File: config.mk
export PLATFORM = sky130hd
export DESIGN_NAME = led_color_wheel_frame_generator_core
export DESIGN_NICKNAME = d
export VERILOG_FILES = /design/src/design/lcw_pkg.sv /design/src/design/led_color_wheel_frame_generator_core.sv
export VERILOG_INCLUDE_DIRS = /design/src /design/src/design
export SDC_FILE = /design/constraint.sdc
export NUM_CORES = 1
export LEC_CHECK = 0
export BUFFER_PORTS_ARGS = -buffer_cell sky130_fd_sc_hd__buf_4
export CELL_PAD_IN_SITES_DETAIL_PLACEMENT = 1
export CELL_PAD_IN_SITES_GLOBAL_PLACEMENT = 2
export CORE_MARGIN = 2
export CORE_UTILIZATION = 35
export CTS_CLUSTER_DIAMETER = 120
export DETAILED_ROUTE_END_ITERATION = 12
export PLACE_DENSITY_LB_ADDON = 0.12
export SKIP_LAST_GASP = 1
export SYNTH_ARGS = -nofsm -noshare
export SYNTH_HDL_FRONTEND = slang
export SYNTH_SLANG_ARGS = --single-unit
File: constraint.sdc
create_clock -name clk -period 6.5 [get_ports clk]
set_input_delay 1.3 -clock clk [delete_from_list [all_inputs] [get_ports clk]]
set_output_delay 1.3 -clock clk [all_outputs]
set_load 0.01 [all_outputs]
File: src/design/assert_macros.svh
// ----------------------------------------------------------------------------
// Assertion macros
// Shared concurrent assertion wrappers for the design folder.
// ----------------------------------------------------------------------------
`ifndef ASSERT_MACROS_SVH
`define ASSERT_MACROS_SVH

// Checked on every clock edge outside of reset.
`define LCW_ASSERT(lbl, prop, msg) \
    lbl: assert property (@(posedge clk) disable iff (!rst_n) prop) else $error(msg);

// Checked on every clock edge, reset included.
`define LCW_ASSERT_ALWAYS(lbl, prop, msg) \
    lbl: assert property (@(posedge clk) prop) else $error(msg);

`endif

File: src/design/lcw_pkg.sv
// ----------------------------------------------------------------------------
// lcw_pkg
// Constants, types and helper functions of the color wheel frame generator.
// ----------------------------------------------------------------------------
package lcw_pkg;

    // LEDs on the strip; at most EMIT_COUNT colors go out per frame
    localparam int LED_COUNT  = 8;
    localparam int LED_W      = 3;
    localparam int EMIT_COUNT = (LED_COUNT < (1 << LED_W)) ? LED_COUNT : (1 << LED_W);

    localparam int STEP_W = 16;
    localparam int CHAN_W = 8;
    localparam int CFG_W  = 24;
    localparam int IDX_W  = 3;

    // register indexes
    localparam logic [IDX_W-1:0] REG_EFFECT_MODE  = 3'd0;
    localparam logic [IDX_W-1:0] REG_PHASE_SPREAD = 3'd1;
    localparam logic [IDX_W-1:0] REG_CYCLE_STEPS  = 3'd2;
    localparam logic [IDX_W-1:0] REG_BRIGHTNESS   = 3'd3;
    localparam logic [IDX_W-1:0] REG_STATIC_COLOR = 3'd4;

    typedef logic [CHAN_W-1:0] chan_t;

    typedef struct packed {
        chan_t r;
        chan_t g;
        chan_t b;
    } rgb_t;

    // reset values
    localparam logic          RST_EFFECT_MODE  = 1'b0;
    localparam logic          RST_PHASE_SPREAD = 1'b1;
    localparam logic [15:0]   RST_CYCLE_STEPS  = 16'd120;
    localparam chan_t         RST_BRIGHTNESS   = 8'd20;
    localparam rgb_t          RST_STATIC_COLOR = 24'hFFFFFF;

    localparam chan_t CHAN_FULL = 8'd255;

    // red - yellow - green - cyan - blue - magenta - red
    function automatic rgb_t wheel_at(input logic [2:0] idx);
        rgb_t c;
        unique case (idx)
            3'd0:    c = '{r: CHAN_FULL, g: 8'd0,      b: 8'd0};
            3'd1:    c = '{r: CHAN_FULL, g: CHAN_FULL, b: 8'd0};
            3'd2:    c = '{r: 8'd0,      g: CHAN_FULL, b: 8'd0};
            3'd3:    c = '{r: 8'd0,      g: CHAN_FULL, b: CHAN_FULL};
            3'd4:    c = '{r: 8'd0,      g: 8'd0,      b: CHAN_FULL};
            3'd5:    c = '{r: CHAN_FULL, g: 8'd0,      b: CHAN_FULL};
            default: c = '{r: CHAN_FULL, g: 8'd0,      b: 8'd0};
        endcase
        return c;
    endfunction

    // per-LED phase offset, led * 65536 / LED_COUNT
    function automatic logic [STEP_W-1:0] spread_of(input logic [LED_W-1:0] led);
        logic [31:0] num;
        num = 32'(led) << STEP_W;
        return STEP_W'(num / LED_COUNT);
    endfunction

    // wheel entries are 0 or full scale, so the ramp t covers every segment
    function automatic chan_t chan_blend(input chan_t a, input chan_t b, input chan_t t);
        chan_t v;
        if (b == a)
            v = a;
        else if (b > a)
            v = a + t;
        else
            v = a - t;
        return v;
    endfunction

    // floor(x / 255) for x up to 255 * 255
    function automatic chan_t div255(input logic [15:0] x);
        logic [16:0] y;
        y = {1'b0, x} + {9'b0, x[15:8]} + 17'd1;
        return y[15:8];
    endfunction

endpackage

File: src/design/led_color_wheel_frame_generator_core.sv
// ----------------------------------------------------------------------------
// led_color_wheel_frame_generator_core
// Frame tick in, one brightness-scaled color per LED out, hue wheel, static or blank.
// ----------------------------------------------------------------------------
//
//  Channel    Direction  Payload                                 Transfer
//  s_axis     in         tdata[0] blank                          tvalid & tready
//  m_axis     out        tdata led_index/red/green/blue, tlast   tvalid & tready
//  cfg        in         cfg_index selects register, cfg_data    cfg_we
//
//  A frame first runs the bit-serial phase divider (step << 16 over
//  cycle_steps), then works on each LED in turn: phase, blend, shift-add
//  brightness multiply, hand-off.
//  The next LED is worked on while the previous color waits in the output
//  register; the work halts at hand-off while that register stays full.
//  Reset clears step_reg and loads the register defaults; no clearing pass.
//  A new tick is taken only once the previous frame's last color is handed off.
//
`include "assert_macros.svh"

module led_color_wheel_frame_generator_core
    import lcw_pkg::*;
(
    input  logic             clk,
    input  logic             rst_n,

    input  logic             s_axis_tvalid,
    output logic             s_axis_tready,
    input  logic [7:0]       s_axis_tdata,   // [0] blank, [7:1] zero

    output logic             m_axis_tvalid,
    input  logic             m_axis_tready,
    output logic [31:0]      m_axis_tdata,   // [2:0] led_index, [10:3] red,
                                             // [18:11] green, [26:19] blue, [31:27] zero
    output logic             m_axis_tlast,

    input  logic             cfg_we,
    input  logic [IDX_W-1:0] cfg_index,
    input  logic [CFG_W-1:0] cfg_data
);

    // sequencer codes
    localparam logic [2:0] ST_IDLE  = 3'd0;
    localparam logic [2:0] ST_DIV   = 3'd1;
    localparam logic [2:0] ST_PHASE = 3'd2;
    localparam logic [2:0] ST_BLEND = 3'd3;
    localparam logic [2:0] ST_MUL   = 3'd4;
    localparam logic [2:0] ST_HOLD  = 3'd5;

    localparam logic [4:0] DIV_LAST  = 5'(2 * STEP_W - 1);  // dividend is step << 16
    localparam logic [4:0] DIV_MID   = 5'(STEP_W - 1);      // step bits all shifted in
    localparam logic [4:0] MUL_LAST  = 5'(CHAN_W - 1);
    localparam logic [LED_W-1:0] LED_LAST = LED_W'(EMIT_COUNT - 1);

    // configuration registers
    logic              mode_reg;
    logic              spread_reg;
    logic [STEP_W-1:0] steps_reg;
    chan_t             bright_reg;
    rgb_t              color_reg;

    // control
    logic [2:0]        state_reg;
    logic [4:0]        cnt_reg;
    logic [LED_W-1:0]  led_reg;
    logic [STEP_W-1:0] step_reg;
    logic              out_valid_reg;

    // datapath
    logic              blank_reg;
    logic [STEP_W-1:0] divisor_reg;
    logic [STEP_W-1:0] dvd_reg;
    logic [STEP_W-1:0] rem_reg;
    logic [STEP_W-1:0] quo_reg;
    logic [STEP_W-1:0] mod_reg;
    logic [2:0]        seg_reg;
    logic [15:0]       frac_reg;
    chan_t             lvl_reg;
    chan_t             mcand_reg [3];
    logic [15:0]       acc_reg   [3];
    logic [LED_W-1:0]  out_led_reg;
    rgb_t              out_rgb_reg;
    logic              out_last_reg;

    logic              in_xfer;
    logic              out_free;
    logic              led_is_last;
    logic              frame_adv;

    logic [STEP_W:0]   trial;
    logic              ge;
    logic [STEP_W-1:0] rem_new;
    logic [STEP_W-1:0] step_inc;

    logic [15:0]       phase;
    logic [18:0]       p6;
    logic [23:0]       ramp;
    rgb_t              wa;
    rgb_t              wb;
    rgb_t              pick;

    assign in_xfer     = s_axis_tvalid && s_axis_tready;
    assign out_free    = !out_valid_reg || m_axis_tready;
    assign led_is_last = (led_reg == LED_LAST);
    assign frame_adv   = (state_reg == ST_HOLD) && out_free && led_is_last;

    assign s_axis_tready = (state_reg == ST_IDLE);
    assign m_axis_tvalid = out_valid_reg;
    assign m_axis_tlast  = out_last_reg;
    assign m_axis_tdata  = {5'd0, out_rgb_reg.b, out_rgb_reg.g, out_rgb_reg.r, out_led_reg};

    // restoring divider, one dividend bit per cycle
    assign trial   = {rem_reg, dvd_reg[STEP_W-1]};
    assign ge      = (trial >= {1'b0, divisor_reg});
    assign rem_new = ge ? STEP_W'(trial - {1'b0, divisor_reg}) : trial[STEP_W-1:0];

    // remainder of step over the cycle length is below the divisor, so no carry
    assign step_inc = mod_reg + 16'd1;

    // wheel position of the current LED: segment in p6[18:16], fraction below
    assign phase = quo_reg + (spread_reg ? spread_of(led_reg) : 16'd0);
    assign p6    = {1'b0, phase, 2'b0} + {2'b0, phase, 1'b0};

    // 255 * frac >> 16 is the ramp shared by rising and falling channels
    assign ramp = {frac_reg, 8'd0} - {8'd0, frac_reg};
    assign wa   = wheel_at(seg_reg);
    assign wb   = wheel_at(seg_reg + 3'd1);

    always_comb
    begin
        if (blank_reg)
            pick = '0;
        else if (!mode_reg)
            pick = color_reg;
        else
        begin
            pick.r = chan_blend(wa.r, wb.r, ramp[23:16]);
            pick.g = chan_blend(wa.g, wb.g, ramp[23:16]);
            pick.b = chan_blend(wa.b, wb.b, ramp[23:16]);
        end
    end

    // configuration writes
    always_ff @(posedge clk or negedge rst_n)
    begin
        if (!rst_n)
        begin
            mode_reg   <= RST_EFFECT_MODE;
            spread_reg <= RST_PHASE_SPREAD;
            steps_reg  <= RST_CYCLE_STEPS;
            bright_reg <= RST_BRIGHTNESS;
            color_reg  <= RST_STATIC_COLOR;
        end
        else if (cfg_we)
        begin
            unique case (cfg_index)
                REG_EFFECT_MODE:  mode_reg   <= cfg_data[0];
                REG_PHASE_SPREAD: spread_reg <= cfg_data[0];
                REG_CYCLE_STEPS:  steps_reg  <= cfg_data[STEP_W-1:0];
                REG_BRIGHTNESS:   bright_reg <= cfg_data[CHAN_W-1:0];
                REG_STATIC_COLOR: color_reg  <= cfg_data;
                default:          ;
            endcase
        end
    end

    // sequencer
    always_ff @(posedge clk or negedge rst_n)
    begin
        if (!rst_n)
        begin
            state_reg     <= ST_IDLE;
            cnt_reg       <= '0;
            led_reg       <= '0;
            step_reg      <= '0;
            out_valid_reg <= 1'b0;
        end
        else
        begin
            if ((state_reg == ST_HOLD) && out_free)
                out_valid_reg <= 1'b1;
            else if (m_axis_tready)
                out_valid_reg <= 1'b0;

            unique case (state_reg)
                ST_IDLE:
                begin
                    if (in_xfer)
                    begin
                        state_reg <= ST_DIV;
                        cnt_reg   <= '0;
                        led_reg   <= '0;
                    end
                end
                ST_DIV:
                begin
                    cnt_reg <= cnt_reg + 5'd1;
                    if (cnt_reg == DIV_LAST)
                        state_reg <= ST_PHASE;
                end
                ST_PHASE:
                    state_reg <= ST_BLEND;
                ST_BLEND:
                begin
                    state_reg <= ST_MUL;
                    cnt_reg   <= '0;
                end
                ST_MUL:
                begin
                    cnt_reg <= cnt_reg + 5'd1;
                    if (cnt_reg == MUL_LAST)
                        state_reg <= ST_HOLD;
                end
                ST_HOLD:
                begin
                    if (out_free)
                    begin
                        if (led_is_last)
                        begin
                            state_reg <= ST_IDLE;
                            // wheel advances only on lit cycling frames
                            if (!blank_reg && mode_reg)
                                step_reg <= (step_inc == divisor_reg) ? '0 : step_inc;
                        end
                        else
                        begin
                            led_reg   <= led_reg + LED_W'(1);
                            state_reg <= ST_PHASE;
                        end
                    end
                end
                default:
                    state_reg <= ST_IDLE;
            endcase
        end
    end

    // datapath
    always_ff @(posedge clk)
    begin
        unique case (state_reg)
            ST_IDLE:
            begin
                if (in_xfer)
                begin
                    blank_reg   <= s_axis_tdata[0];
                    // zero cycle length behaves as one
                    divisor_reg <= (steps_reg == '0) ? 16'd1 : steps_reg;
                    dvd_reg     <= step_reg;
                    rem_reg     <= '0;
                    quo_reg     <= '0;
                end
            end
            ST_DIV:
            begin
                rem_reg <= rem_new;
                quo_reg <= {quo_reg[STEP_W-2:0], ge};   // upper quotient bits drop off
                dvd_reg <= {dvd_reg[STEP_W-2:0], 1'b0};
                if (cnt_reg == DIV_MID)
                    mod_reg <= rem_new;                 // step mod cycle length
            end
            ST_PHASE:
            begin
                seg_reg  <= p6[18:16];
                frac_reg <= p6[15:0];
            end
            ST_BLEND:
            begin
                mcand_reg[0] <= pick.r;
                mcand_reg[1] <= pick.g;
                mcand_reg[2] <= pick.b;
                for (int c = 0; c < 3; c++)
                    acc_reg[c] <= '0;
                lvl_reg <= bright_reg;
            end
            ST_MUL:
            begin
                // level bits MSB first
                for (int c = 0; c < 3; c++)
                    acc_reg[c] <= {acc_reg[c][14:0], 1'b0}
                                + (lvl_reg[CHAN_W-1] ? {8'd0, mcand_reg[c]} : 16'd0);
                lvl_reg <= {lvl_reg[CHAN_W-2:0], 1'b0};
            end
            ST_HOLD:
            begin
                if (out_free)
                begin
                    out_led_reg   <= led_reg;
                    out_rgb_reg.r <= div255(acc_reg[0]);
                    out_rgb_reg.g <= div255(acc_reg[1]);
                    out_rgb_reg.b <= div255(acc_reg[2]);
                    out_last_reg  <= led_is_last;
                end
            end
            default: ;
        endcase
    end

    `LCW_ASSERT(a_rem_below_div, (state_reg == ST_DIV) |-> (rem_reg < divisor_reg), "divider remainder out of range")
    `LCW_ASSERT(a_mod_below_div, (state_reg == ST_PHASE) |-> (mod_reg < divisor_reg), "step remainder out of range")
    `LCW_ASSERT(a_step_wraps, frame_adv && !blank_reg && mode_reg |=> (step_reg < divisor_reg), "step not reduced")
    `LCW_ASSERT_ALWAYS(a_last_on_final, (out_valid_reg && out_last_reg) |-> (out_led_reg == LED_LAST), "tlast off final LED")

endmodule
# After elaboration in Yosys (flattened, before gate mapping)
# Memories as Yosys holds them, arrays and structs flattened.
# Cells that the tools add are included.
classes:
  n_div: 0
  addsub: 23
  multipliers: 0
  magnitude_cmp: 4
  n_eq_ne: 32
  muxes: 43
  n_reduce_logical: 28
  bitwise_logic: 3
  shifts: 0
op_table:
  columns: ["operator", "count"]
  rows:
  - ["24-bit case mux with 5 select lines", 2]
  - ["16-bit two-way mux", 8]
  - ["16-bit by 8-bit adder with 16-bit output", 6]
  - ["16-bit case mux with 2 select lines", 3]
  - ["8-bit two-way mux", 9]
  - ["16-bit by 1-bit adder with 16-bit output (second input constant)", 4]
  - ["24-bit two-way mux", 2]
  - ["8-bit adder", 3]
  - ["3-bit by 2-bit equality test with 1-bit output (second input constant)", 8]
  - ["3-bit equality test (second input constant)", 8]
  - ["8-bit equality test", 3]
  - ["8-bit greater-than comparator", 3]
  - ["24-bit by 16-bit subtractor with 24-bit output", 1]
  - ["8-bit subtractor", 3]
  - ["3-bit two-way mux", 7]
  - ["2-bit AND reduction", 10]
  - ["18-bit by 17-bit adder with 19-bit output", 1]
  - ["3-bit case mux with 6 select lines", 1]
  - ["17-bit by 16-bit >= comparator with 1-bit output", 1]
  - ["16-bit adder", 1]
  - ["16-bit equality test", 1]
  - ["16-bit zero test", 1]
  - ["8-bit case mux with 2 select lines", 1]
  - ["16-bit subtractor", 1]
  - ["22 further kinds", 45]
totals:
  out_inout_bits: 35
  latchBits: 0
  mem_bits_ro: 0
  memories: 2
  ramBits: 72
  input_bits: 40
  wordCells: 161
  register_bits: 214
memory_table:
  columns: ["memory", "depth", "word_bits", "rd", "rd_clocked_by_memory_dff", "wr", "line", "source"]
  rows:
  - ["acc_reg", 3, 16, 3, 0, 3, "led_color_wheel_frame_generator_core.sv:80", "logic [15:0] acc_reg [3];"]
  - ["mcand_reg", 3, 8, 3, 0, 3, "led_color_wheel_frame_generator_core.sv:79", "chan_t mcand_reg [3];"]

# Longest topological paths before layout
depth:
  word_depth: 8
  ltp_mapped: 21
  depth_no_buf: 21

# Worst setup path before layout
# Ideal clock, no wire load.
synth_path:
  path_kind: "flip-flop to flip-flop"
  from: "reg state_reg[1]"
  to: "reg state_reg[2]"
  slack_ps: 1085
  synth_period_minus_slack_ps: 5415
  t_arrival_ps: 5321
  path_buffers: 1
  setup_time_ps: 94
  path_stages_with_launch: 5
  t_required_ps: 6406
  cell_sequence: "dfrtp_1 > clkbuf_1 > inv_1 > o21ai_0 > mux2_2"
synth_between:
  elab_chain_len: 4
  elab_cells_between_ends: 13
  cone_classes: "9 x eq/ne; 1 x mux; 3 x reduce/logical"
synth_lines:
  columns: ["item", "line", "source"]
  rows:
  - ["start: declaration", "led_color_wheel_frame_generator_core.sv:63", "logic [2:0] state_reg;"]
  - ["start signal: assignment", "led_color_wheel_frame_generator_core.sv:172", "state_reg <= ST_IDLE;"]
  - ["start signal: assignment", "led_color_wheel_frame_generator_core.sv:190", "state_reg <= ST_DIV;"]
  - ["start signal: assignment", "led_color_wheel_frame_generator_core.sv:199", "state_reg <= ST_PHASE;"]
  - ["3-bit zero test", "led_color_wheel_frame_generator_core.sv:107, led_color_wheel_frame_generator_core.sv:185", null]
  - ["1-bit logical AND", "led_color_wheel_frame_generator_core.sv:102", "assign in_xfer = s_axis_tvalid && s_axis_tready;"]
  - ["2-bit by 1-bit inequality test with 1-bit output (no source line)", null, null]
  - ["4-bit AND reduction (no source line)", null, null]
# Several ways; a longest one is shown, not always the timed one.
# A chain may end at the register's enable or synchronous reset.

==> summary.txt <==
GRT
  – Gr usage total: 0.171
  – GRT overflow: 0
  – Largest net degree at the start of global routing: 73
  – Initial antenna violation count: 0
  – First-pass GRT wire length: 67.1 mm
  – Number of global-route vias before repair: 12,100

Synth
  – Yosys warning count: 0
  – Ys flop type: edfxtp_1
  – Share of the synthesized area in the top cell type: 0.370
  – Gate Count Post-Synth: 1,583
  – Post-synth EDFFs: 207
  – Count leader, synth: edfxtp_1
  – Post-synth top cells: edfxtp_1 (207), nand2_1 (168), nor2_1 (127)
  – Asr flop ratio synth: 0.274
  – Synth unique cells: 79
  – Synth top area cells: edfxtp_1 (37%), ha_1 (8.4%), dfrtp_1 (7.0%), xnor2_1 (5.1%), dfstp_2 (4.8%)
  – Post-synthesis cell area: 16,800 µm²
  – Sequential area share after synthesis: 0.489
  – Synth area leader: edfxtp_1
  – Seq cells post-synth: 285
  – Mean Syn Cell Area: 10.6 µm²

Critical path
  – CP peak stage delay: 0.46 ns
  – Most frequent CP cell: ha_1
  – Worst Path Max Fanout: 6
  – WP data arrival: 5.34 ns
  – Worst setup SP type: flip-flop
  – Flop2flop setup slack: 1.44 ns
  – Critical Path RT: 6.77 ns
  – Worst Path Class, Setup: flip-flop to flip-flop
  – Slowest CP cell: nor4b_1
  – Delay-heaviest family, CP: simple AND/OR/NAND/NOR gates
  – Worst-path cell chain: inv_1, ha_1, nor4b_1, nand4_1, nand3_1, nor2_2, xnor2_1, inv_1, ha_1, mux2i_1, ha_1, nor2_1, o211ai_1, nor4b_1, o31ai_1, a31o_1, a21oi_1, xnor2_1, o311ai_1
  – Buf/Inv on CP: 2
  – CP Capture Type: flip-flop

Status
  – Run status: finished clean

Power
  – Total power: 10.0 mW
  – LEAKAGE: 7.59 nW
  – Power Density: 526 nW/µm²
  – Maximum vdd drop: 0.280 mV

Die
  – # IOs: 75
  – Die width: 223 µm
  – DIE HEIGHT: 223 µm
  – Die ar.: 49,800 µm²
  – Core box area: 47,500 µm²
  – Rows: 80
  – Initial Utilization: 0.353

STA
  – Setup WS post-layout: 1.44 ns
  – Setup TNS: 0 ns
  – Final setup violation count: 0
  – Worst Tran Pin Value: 0.997 ns
  – Fmax: 197 MHz
  – RSZ-0062 raised after global routing: no
  – Fin crit share: 0.779
  – Period minus WS final: 5.06 ns
  – Slew headroom: 0.335
  – Worst hold margin: 0.463 ns
  – Final Skew: 0.0272 ns
  – Final hold violations: 0
  – Final slew viol count: 0

Final layout
  – Layout area overhead: 13.5%
  – # fillers: 5,204
  – Final core utilization: 0.401
  – Fraction of layout instances using a drive strength above 1: 0.149
  – Post-route insts no fill: 2,271
  – Inserted Diodes: 0
  – Largest register FFs: 48
  – Final net count: 1,790
  – Design area: 19,100 µm²

Clocking
  – H-tree levels: 2
  – CTS buffer count: 36
  – Number of hold buffers added after cts: 0
  – Clock-pin slew on the worst setup and hold paths: 0.06 ns
  – Post-CTS Repair Setup Buffers: 0
  – Sink Count: 285
  – Root buffer cell: clkbuf_16
  – Post-CTS sizing: 0
  – Insertion delay of the later-clocked pin in the worst-skew pair: 0.56 ns
  – Clock buffer depth: 3
  – CTS tree: done

Drt
  – Detailed router's first-iteration violation count: 437
  – DRT Pass-1 Iters: 5
  – Drt drc: 0
  – Final Routed Wirelength: 41.3 mm
  – Met2 wire length: 19.3 mm
  – DR vias: 11,500
  – Remaining antenna violation count after routing: 0
  – DR WL met3: 1.20 mm
  – Routed vias/inst: 5.05
  – Avg WL per Cell: 18.2 µm
  – Wl on met1: 20.0 mm
  – Top layer in use: met4

Placed design
  – Placed inst area: 17,900 µm²
  – Placer Congestion: 0.769
  – # placed instances: 2,206
  – I/O Buffers: 62
  – Pre-CTS WS: 1.38 ns
  – HPWL after detailed placement: 30.7 mm

Run
  – Max-cap violations: 0

Worst hold path
  – Hold/Removal Path Class: flip-flop to flip-flop
power by group:
group | leakage (nW) | total [mW] | internal [mW] | switching (mW)
registers | 2.90 | 3.13 | 2.76 | 0.372
clock network | 0.578 | 2.04 | 1.23 | 0.815
logic | 4.12 | 4.85 | 2.01 | 2.84
final timing paths:
check                        startpoint          endpoint  cells after the start
min reg2reg                steps_reg[8]    divisor_reg[8]                      0
max                        frac_reg[11]  mcand_reg[0][15]                     19
min in group asynchronous         rst_n     m_axis_tvalid                      1
max in group asynchronous         rst_n     steps_reg[11]                      2
max reg2reg                frac_reg[11]  mcand_reg[0][15]                     19
min                        steps_reg[8]    divisor_reg[8]                      0
placed cells by master, fill, tap and decap left out, types with 5 or more instances in the layout:
master	synthesis	routed
nand3_1	39	39
xnor2_1	98	98
nor2b_1	16	15
o211ai_1	7	7
clkinv_1	1	6
clkbuf_1	58	5
fa_1	8	8
inv_1	80	80
or3_1	5	5
o21a_1	16	16
nand2b_1	25	24
nand4_1	17	17
clkinv_2	0	5
nor3_1	40	39
nor3b_1	9	9
conb_1	1	5
a21o_1	23	23
o21ai_0	63	62
mux2_2	55	55
a21oi_1	68	68
nand2_1	168	168
a41oi_1	5	5
xor2_1	44	44
dfstp_2	31	31
and3_1	17	17
a21boi_0	10	10
or2_2	6	6
and2_1	62	62
nor2_1	127	125
ha_1	113	113
buf_4	5	76
edfxtp_1	207	207
o22ai_1	9	9
dfrtp_1	47	47
clkbuf_16	0	36
mux2i_1	11	11
and4_1	5	5
nor4_1	6	6
worst register-to-register path, cell delays in order, from the launching register on:
cell and delay [ns]:
edfxtp_1 0.41, inv_1 0.16, ha_1 0.35, nor4b_1 0.33, nand4_1 0.32, nand3_1 0.28
nor2_2 0.11, xnor2_1 0.43, inv_1 0.10, ha_1 0.33, mux2i_1 0.15, ha_1 0.27
nor2_1 0.11, o211ai_1 0.10, nor4b_1 0.46, o31ai_1 0.20, a31o_1 0.25, a21oi_1 0.17
xnor2_1 0.16, o311ai_1 0.11
cells by family (layout without fill, tap and decap cells):
kind of cell | Yosys count | in the layout | synth area share
AOI/OAI and AO/OA | 253 | 253 | 0.0990
and+or+nand+nor | 559 | 559 | 0.163
xor gates and xnor gates | 143 | 143 | 0.0750
muxes | 66 | 66 | 0.0434
other | 1 | 5 | 0.000223
DFF | 285 | 285 | 0.489
buffers and inverters | 155 | 224 | 0.0372
adders and majority gates | 121 | 121 | 0.0937
area by class of cell:
class | instances | area [µm²] | area share
Timing Repair Buffer | 76 | 571 | 0.0299
Tap cell | 615 | 769 | 0.0404
Multi-Input combinational cell | 1147 | 8000 | 0.420
Inverter | 83 | 314 | 0.0165
Sequential cell | 285 | 8210 | 0.431
Clock buffer | 45 | 975 | 0.0511
Clock inverter | 20 | 220 | 0.0116
routing by layer:
metal	vias to the layer above	global-route usage
met5	-	0
met4	0	0.0420
met3	54	0.0290
met2	103	0.284
met1	5635	0.231
li1	5668	-
Note: power is estimated with default switching activity, not from simulation.
